<file path="src/design/mbrtu_pkg.sv">
`timescale 1ns / 1ps
// ----------------------------------------------------------------------------
// Modbus RTU request framer package
// Item operation codes, CRC-16/MODBUS constants and the one-byte CRC update.
// ----------------------------------------------------------------------------
package mbrtu_pkg;

  typedef enum logic [1:0] {
    OP_READ            = 2'd0,
    OP_WRITE_SINGLE    = 2'd1,
    OP_WRITE_MULTI_HDR = 2'd2,
    OP_WRITE_MULTI_VAL = 2'd3
  } op_e;

  localparam logic [15:0] CrcInit = 16'hFFFF;
  localparam logic [15:0] CrcPoly = 16'hA001;

  typedef struct packed {
    logic [15:0] count_or_value;
    logic [15:0] address;
    logic [7:0]  func_code;
    logic [7:0]  unit_id;
    op_e         operation;
  } item_t;

  function automatic logic [15:0] crc_byte(input logic [15:0] crc, input logic [7:0] b);
    logic [15:0] c;
    c = crc ^ {8'h00, b};
    for (int k = 0; k < 8; k++) begin
      if (c[0]) begin
        c = (c >> 1) ^ CrcPoly;
      end else begin
        c = c >> 1;
      end
    end
    return c;
  endfunction

endpackage

</file>
<file path="src/design/modbus_rtu_request_framer.sv">
`timescale 1ns / 1ps
// ----------------------------------------------------------------------------
// Modbus RTU request framer
// The first byte of an item is offered once the item has passed the input
// register and been loaded into the output buffer; a busy output can delay it.
// One frame byte per cycle while m_axis_tready is high; an item makes 1 (error),
// 2, 4, 7 or 8 bytes.
// The next item waits in an input register while the current one drains.
// Reset clears the open write-multiple frame and sets the CRC to 0xFFFF.
// ----------------------------------------------------------------------------
module modbus_rtu_request_framer
  import mbrtu_pkg::*;
#(
  parameter int MAX_REGISTERS = 125
) (
  input  logic        clk_i,
  input  logic        rst_ni,
  input  logic        s_axis_tvalid,
  output logic        s_axis_tready,
  // unit_id [7:0], func_code [15:8], address [31:16], count_or_value [47:32]
  input  logic [47:0] s_axis_tdata,
  // operation [1:0]
  input  logic [1:0]  s_axis_tuser,
  output logic        m_axis_tvalid,
  input  logic        m_axis_tready,
  // frame_byte [7:0]
  output logic [7:0]  m_axis_tdata,
  // frame_end
  output logic        m_axis_tlast,
  // error [0]
  output logic        m_axis_tuser
);

  localparam logic [15:0] MaxRegs = 16'(MAX_REGISTERS);

  item_t          item_q;
  logic           item_valid_q, item_valid_d;
  logic           in_beat;

  logic [6:0][7:0] buf_q, buf_d;
  logic [2:0]     data_cnt_q, data_cnt_d;
  logic [1:0]     crc_pend_q, crc_pend_d;
  logic           err_q, err_d;
  logic           out_valid_q, out_valid_d;
  logic [15:0]    crc_q, crc_d;
  logic [6:0]     remaining_q, remaining_d;
  logic           open_q, open_d;

  logic           out_beat, last_beat, ser_free, load;
  logic [15:0]    cv_clamped;
  logic [6:0]     rem_next;

  assign in_beat   = s_axis_tvalid && s_axis_tready;
  assign out_beat  = out_valid_q && m_axis_tready;
  assign last_beat = err_q || (data_cnt_q == 3'd1 && crc_pend_q == 2'd0) ||
                     (data_cnt_q == 3'd0 && crc_pend_q == 2'd1);
  assign ser_free  = !out_valid_q || (out_beat && last_beat);
  assign load      = item_valid_q && ser_free;
  assign s_axis_tready = !item_valid_q || ser_free;

  assign m_axis_tvalid = out_valid_q;
  assign m_axis_tuser  = err_q;
  assign m_axis_tlast  = err_q || (data_cnt_q == 3'd0 && crc_pend_q == 2'd1);

  always_comb begin
    if (err_q) begin
      m_axis_tdata = 8'h00;
    end else if (data_cnt_q != 3'd0) begin
      m_axis_tdata = buf_q[0];
    end else if (crc_pend_q == 2'd2) begin
      m_axis_tdata = crc_q[7:0];
    end else begin
      m_axis_tdata = crc_q[15:8];
    end
  end

  assign cv_clamped = (item_q.count_or_value > MaxRegs) ? MaxRegs : item_q.count_or_value;
  assign rem_next   = remaining_q - 7'd1;

  always_comb begin
    item_valid_d = item_valid_q;
    if (in_beat) begin
      item_valid_d = 1'b1;
    end else if (load) begin
      item_valid_d = 1'b0;
    end

    buf_d       = buf_q;
    data_cnt_d  = data_cnt_q;
    crc_pend_d  = crc_pend_q;
    err_d       = err_q;
    out_valid_d = out_valid_q;
    crc_d       = crc_q;
    remaining_d = remaining_q;
    open_d      = open_q;

    if (out_beat) begin
      if (data_cnt_q != 3'd0 && !err_q) begin
        crc_d      = crc_byte(crc_q, buf_q[0]);
        buf_d      = buf_q >> 8;
        data_cnt_d = data_cnt_q - 3'd1;
      end else if (crc_pend_q != 2'd0 && !err_q) begin
        crc_pend_d = crc_pend_q - 2'd1;
        if (crc_pend_q == 2'd1) begin
          crc_d = CrcInit;
        end
      end
      if (last_beat) begin
        out_valid_d = 1'b0;
      end
    end

    if (load) begin
      out_valid_d = 1'b1;
      err_d       = 1'b0;
      data_cnt_d  = 3'd0;
      crc_pend_d  = 2'd0;
      case (item_q.operation)
        OP_WRITE_MULTI_VAL: begin
          if (!open_q) begin
            err_d = 1'b1;
          end else begin
            buf_d[0]    = item_q.count_or_value[15:8];
            buf_d[1]    = item_q.count_or_value[7:0];
            data_cnt_d  = 3'd2;
            remaining_d = rem_next;
            if (rem_next == 7'd0) begin
              crc_pend_d = 2'd2;
              open_d     = 1'b0;
            end
          end
        end
        OP_WRITE_MULTI_HDR: begin
          if (open_q || item_q.count_or_value == 16'd0 ||
              item_q.count_or_value > MaxRegs) begin
            err_d = 1'b1;
          end else begin
            buf_d[0]    = item_q.unit_id;
            buf_d[1]    = item_q.func_code;
            buf_d[2]    = item_q.address[15:8];
            buf_d[3]    = item_q.address[7:0];
            buf_d[4]    = item_q.count_or_value[15:8];
            buf_d[5]    = item_q.count_or_value[7:0];
            buf_d[6]    = {item_q.count_or_value[6:0], 1'b0};
            data_cnt_d  = 3'd7;
            remaining_d = item_q.count_or_value[6:0];
            open_d      = 1'b1;
          end
        end
        OP_READ, OP_WRITE_SINGLE: begin
          if (open_q) begin
            err_d = 1'b1;
          end else begin
            buf_d[0] = item_q.unit_id;
            buf_d[1] = item_q.func_code;
            buf_d[2] = item_q.address[15:8];
            buf_d[3] = item_q.address[7:0];
            if (item_q.operation == OP_READ) begin
              buf_d[4] = cv_clamped[15:8];
              buf_d[5] = cv_clamped[7:0];
            end else begin
              buf_d[4] = item_q.count_or_value[15:8];
              buf_d[5] = item_q.count_or_value[7:0];
            end
            buf_d[6]   = 8'h00;
            data_cnt_d = 3'd6;
            crc_pend_d = 2'd2;
          end
        end
        default: begin
          err_d = 1'b1;
        end
      endcase
    end
  end

  always_ff @(posedge clk_i or negedge rst_ni) begin
    if (!rst_ni) begin
      item_valid_q <= 1'b0;
      data_cnt_q   <= 3'd0;
      crc_pend_q   <= 2'd0;
      err_q        <= 1'b0;
      out_valid_q  <= 1'b0;
      crc_q        <= CrcInit;
      remaining_q  <= 7'd0;
      open_q       <= 1'b0;
    end else begin
      item_valid_q <= item_valid_d;
      data_cnt_q   <= data_cnt_d;
      crc_pend_q   <= crc_pend_d;
      err_q        <= err_d;
      out_valid_q  <= out_valid_d;
      crc_q        <= crc_d;
      remaining_q  <= remaining_d;
      open_q       <= open_d;
    end
  end

  always_ff @(posedge clk_i) begin
    if (in_beat) begin
      item_q <= item_t'({s_axis_tdata, s_axis_tuser});
    end
    buf_q <= buf_d;
  end

endmodule

</file>
<file path="config.mk">
export PLATFORM = sky130hd
export DESIGN_NAME = modbus_rtu_request_framer
export DESIGN_NICKNAME = d
export VERILOG_FILES = /design/src/design/mbrtu_pkg.sv /design/src/design/modbus_rtu_request_framer.sv
export SDC_FILE = /design/constraint.sdc
export NUM_CORES = 1
export LEC_CHECK = 0
export ABC_AREA = 1
export BUFFER_PORTS_ARGS = -buffer_cell sky130_fd_sc_hd__buf_2
export CORE_ASPECT_RATIO = 0.75
export CORE_MARGIN = 3
export CORE_UTILIZATION = 50
export CTS_BUF_LIST = sky130_fd_sc_hd__clkbuf_16
export DETAILED_ROUTE_END_ITERATION = 8
export MAX_ROUTING_LAYER = met4
export PLACE_DENSITY_LB_ADDON = 0.12
export SYNTH_ARGS = -nofsm -noshare
export SYNTH_HDL_FRONTEND = slang
export SYNTH_SLANG_ARGS = --single-unit
</file>
<file path="constraint.sdc">
create_clock -name clk_i -period 3.5 [get_ports clk_i]
set_input_delay 0 -clock clk_i [delete_from_list [all_inputs] [get_ports clk_i]]
set_output_delay 0 -clock clk_i [all_outputs]
set_load 0.01 [all_outputs]
</file>
## Word-level counts from Yosys, hierarchy flattened

Cells that the tools add are included.

- Register bits after elaboration: 138
- Input port bits: 54
- Output and inout bits: 12
- Logic and storage cells: 151

- Add/subtract/negate cells: 3
- Magnitude comparators: 1
- Eq/ne operators: 9
- Multiplexer cells: 69
- Bitwise logic cells: 9
- Reduce and logical (&&, ||, !) cells: 40

Operator list:

| kind | count |
|---|---|
| 16-bit two-way mux | 28 |
| 56-bit two-way mux | 5 |
| 40-bit one-hot mux with 2 select lines | 1 |
| 16-bit one-hot mux with 3 select lines | 1 |
| 8-bit two-way mux | 3 |
| 2-bit inverter with 3-bit output | 8 |
| 2-bit nonzero test | 9 |
| 16-bit by 7-bit > comparator with 1-bit output, second input constant | 1 |
| 16-bit logical NOT | 1 |
| 2-bit two-way mux | 8 |
| 16-bit by 8-bit XOR with 16-bit output | 1 |
| 3-bit two-way mux | 5 |
| 7-bit two-way mux | 2 |
| 7-bit one-hot mux with 2 select lines | 1 |
| 1-bit two-way mux | 11 |
| 3-bit one-hot mux with 3 select lines | 1 |
| 3-bit AND reduction | 3 |
| 1-bit logical AND | 8 |
| 7-bit logical NOT | 1 |
| 1-bit logical OR | 7 |
| 7-bit by 1-bit subtractor with 7-bit output, second input constant | 1 |
| 2-bit == test, second input constant | 3 |
| 2-bit inequality test, second input constant | 3 |
| 2-bit by 1-bit == test with 1-bit output, second input constant | 2 |
| other kinds (13) | 17 |

## Longest topological paths before layout

- Depth after elaboration: 32
- Depth in mapped cells: 17
- Mapped depth without buffers: 16

## Worst setup path before layout

Ideal clock, no wire load.

- Kind: register to register
- From: register data_cnt_q[0]
- To: register item_q[0] (netlist bit), enable pin
- Library setup time: 0.404 ns
- Arrival time: 2.113 ns
- Setup slack: 0.982 ns
- Cell stages (with the launch flop): 11
- Buffers on the path: 0
- Period minus slack after synthesis: 2.518 ns
- Cell sequence: dfrtp_1 inv_1 ha_1 inv_1 nor2_2 nand2_1 nand3_2 nand2_2 nand3_1 nand2_1 inv_1

- Word-level cells in the longest chain between the ends: 8
- Elaborated cells on any way between the ends: 10

Ends and longest elaborated chain:

| element | line | RTL |
|---|---|---|
| start: declaration | modbus_rtu_request_framer.sv:41 | `logic [2:0] data_cnt_q, data_cnt_d;` |
| start signal: assignment | modbus_rtu_request_framer.sv:189 | `data_cnt_q <= data_cnt_d;` |
| 3-bit by 1-bit == test with 1-bit output | modbus_rtu_request_framer.sv:55 | `assign last_beat = err_q \|\| (data_cnt_q == 3'd1 && crc_pend_q == 2'd0) \|\|` |
| 1-bit logical AND | modbus_rtu_request_framer.sv:55 |  |
| 1-bit logical OR | modbus_rtu_request_framer.sv:55 |  |
| 1-bit logical OR (*) | modbus_rtu_request_framer.sv:55 |  |
| 1-bit logical AND (*) | modbus_rtu_request_framer.sv:57 | `assign ser_free = !out_valid_q \|\| (out_beat && last_beat);` |
| 1-bit logical OR (*) | modbus_rtu_request_framer.sv:57 |  |
| 1-bit logical OR (*) | modbus_rtu_request_framer.sv:59 | `assign s_axis_tready = !item_valid_q \|\| ser_free;` |
| net s_axis_tready | modbus_rtu_request_framer.sv:19 | `output logic s_axis_tready,` |
| 1-bit logical AND (*) | modbus_rtu_request_framer.sv:53 | `assign in_beat = s_axis_tvalid && s_axis_tready;` |
| net in_beat | modbus_rtu_request_framer.sv:38 | `logic in_beat;` |
| end signal: assignment | modbus_rtu_request_framer.sv:201 | `item_q <= item_t'({s_axis_tdata, s_axis_tuser});` |
| end: declaration | modbus_rtu_request_framer.sv:36 | `item_t item_q;` |

The timed path passes the listed nets; every way through them passes the cells marked *.
A chain may end at the register's enable or synchronous reset.

==> results.cfg <==
[run_status]
outcome = completed

[placed_design]
gp_congestion = 0.962
place_inst = 964
dpl.hpwl_microns = 11600
portBuffers = 65

[worst_setup_path]
crit_top_cell = nand2_2
reg2reg_slack_ps = 600
path_max_fanout = 36
path_cells = inv_1 > ha_1 > inv_1 > nor2_2 > buf_4 > nand2_1 > nand3_2 > nand2_2 > nand2_2 > nand2_4 > nor2_4 > nand2_2 > nor2_8 > nand2_1 > o21bai_1
worstSetupEndpointType = register
cp.arrival_ps = 3240
worst-path-buf-inv = 3
cp.required_ps = 3840
crit_slowest_cell = nor2_8
setup.worst_path.start_class = register
slowest_delay_ps = 450
crit_family = simple AND/OR/NAND/NOR gates
path_class = register to register

[final_layout]
drive_above_1_share = 0.181
antennaDiodeCount = 0
stdcell_count = 1050
area_growth_pct = 22.9
fill_cells = 1019
utilization = 0.647
nets = 933

[yosys]
netlist_instances = 755
syn_nets = 817
synth_top_area_frac = 0.225
yosys_register_bits = 138
yosysWarningCount = 0
synth_cell_types = 51
ys_top_cells_by_area = edfxtp_1 23%, dfxtp_1 17%, nand2_1 13%, dfstp_2 6.3%, dfrtp_1 6.0%
synthArstFlopShare = 0.232
yosysTopAreaCell = edfxtp_1
yosysMostFrequentCell = nand2_1
synthTopCellsByCount = 223 x nand2_1, 75 x inv_1, 56 x dfxtp_1
ys.flop_type = dfxtp_1
netlist_area_sq_mm = 0.00666
synth-edff-count = 50
synth.avg_cell_area_sq_um = 8.83
ys_seq_area_frac = 0.517

[sta]
relSlewSlack = 0.483
hold_viol = 0
drv_slew = 0
fin_crit_ps = 2900
rsz0062_at_grt = no
fmax_mhz = 345
worst_pin_slew_ps = 776
setup_viol = 0
skew_ps = 13.9
timing.final.crit_share = 0.828
fin_setup_tns_ps = 0

[clocking]
cts_setup_buffers = 0
cts_made_buffers = 17
clk_pin_slew_ps = 60
cts.path.max_buffers = 2
root_buffer = clkbuf_16
clk_latency_ps = 420
cts.sinks = 138
cts_tree = built
h-tree-depth = 4

[global_route]
grt_pass1_wl_microns = 28200
grt_max_degree = 51
antenna_found_initial = 0
track_usage = 0.245
grt_pass1_vias = 5673
gr-total-overflow = 0

[floorplan]
fp.dieW_microns = 139
coreArea_sq_mm = 0.0127
die-height_microns = 106
die-area_sq_mm = 0.0148
rows = 35
start_util = 0.527
io_pins = 66

[pwr]
p_leak_nw = 3.64
p_clk_frac = 0.233
intPower_mw = 4.50
power_frac_seq = 0.366
power.switching_mw = 3.11
vdd.ir_drop.worst_uv = 450
p_sw_frac = 0.409
power_density_mw_per_mm2 = 929
power_frac_comb = 0.401

[hold_path]
hp-class = input port to asynchronous set/reset pin

[routing]
wl_microns = 17100
num_vias = 5638
drc = 0
vias_per_cell = 5.37
drt-initial-drc-count = 405
ant_nets = 0
wl_per_cell_microns = 16.3
drt_first_pass_iters = 5

[job]
cap_violations = 0
[sequential cells by signal (all words and copies together) (netlist names)]
name,flops
data_cnt_q,3
crc_pend_q,2
item_valid_q,1
buf_q,56
open_q,1
crc_q,16
m_axis_tuser,1
m_axis_tvalid,1
remaining_q,7
item_q,50
[worst register-to-register path, cell delays in order (launching register included)]
cell,delay (ps)
dfrtp_1,400
inv_1,110
ha_1,160
inv_1,50
nor2_2,70
buf_4,190
nand2_1,110
nand3_2,80
nand2_2,60
nand2_2,80
nand2_4,100
nor2_4,260
nand2_2,190
nor2_8,450
nand2_1,280
o21bai_1,230
[placed cells by master, fill, tap and decap left out, types with 4 or more instances in the layout]
| cell type | n |
|---|---|
| nand4_1 | 6 |
| dfrtp_1 | 16 |
| mux2i_1 | 11 |
| edfxtp_1 | 50 |
| o21ai_0 | 48 |
| a21oi_1 | 42 |
| o21ai_1 | 7 |
| nor2_2 | 4 |
| dfxtp_1 | 56 |
| dfstp_2 | 16 |
| inv_2 | 6 |
| a21o_1 | 16 |
| o211ai_1 | 17 |
| nand3_1 | 26 |
| nor2_1 | 28 |
| buf_2 | 65 |
| xor2_1 | 5 |
| inv_6 | 7 |
| dlygate4sd3_1 | 54 |
| o21bai_1 | 7 |
| buf_4 | 5 |
| o22ai_1 | 13 |
| clkbuf_16 | 17 |
| o211ai_2 | 9 |
| nor2_4 | 4 |
| ha_1 | 8 |
| inv_1 | 74 |
| nand2_1 | 223 |
[layer usage]
layer  GRT usage  vias up  part of all wire
met4      0.0915        0             0.028
li1            -     2762                 -
met5           -        -                 0
met1       0.314     2632              0.45
met3      0.0567       40             0.058
met2       0.384      204              0.46
[power groups by stage]
stage               Clock (mW)  Combinational [mW]  Sequential, mW
floorplan                    0                2.36            2.63
global placement             0                2.86            2.79
detailed placement           0                2.97            2.79
CTS                       1.80                3.04            2.77
global route              1.88                3.45            2.84
finish                    1.78                3.05            2.78
[final timing paths]
check	start	endpoint	cells past startpoint
setup / recovery	data_cnt_q[0]	buf_q[39]	15
hold / removal	rst_ni	remaining_q[2]	2
setup reg to reg	data_cnt_q[0]	buf_q[39]	15
hold reg to reg	item_q[29]	buf_q[19]	1
max in group asynchronous	rst_ni	m_axis_tuser	2
min in group clk_i	s_axis_tdata[12]	item_q[14]	2
[metrics by stage]
stage	hold slack [ps]	setup WS, ps	total power, mW	instance area, sq um
2_1_floorplan	-296	982	4.98	6660
3_3_place_gp	116	796	5.65	7080
3_5_place_dp	116	630	5.76	7080
4_1_cts	219	580	7.61	8190
5_1_grt	272	338	8.17	8190
6_report	205	601	7.61	8190
[what timing repair did]
item	4_1_cts	5_1_grt
gates resized for setup	0	0
endpoints found under the hold margin	68	0
hold buffers	54	0
[kinds of logic after synthesis]
group           count (synthesis)  synth area share
compound gates                169             0.161
xor+xnor                        8            0.0105
fa+ha+maj                       8            0.0150
buf+inv                       110            0.0745
flops                         138             0.517
mux                            11            0.0165
simple gates                  311             0.206
[cell type report]
cell class,count,area [sq um],share of cell area
repair buffers,125,923,0.113
inverters,82,318,0.0388
multi-input cells,507,2720,0.333
clock buffers,17,425,0.0519
well taps,166,208,0.0254
clock inverters,15,150,0.0183
flip-flops and latches,138,3440,0.420
(Power assumes the default switching activity.)
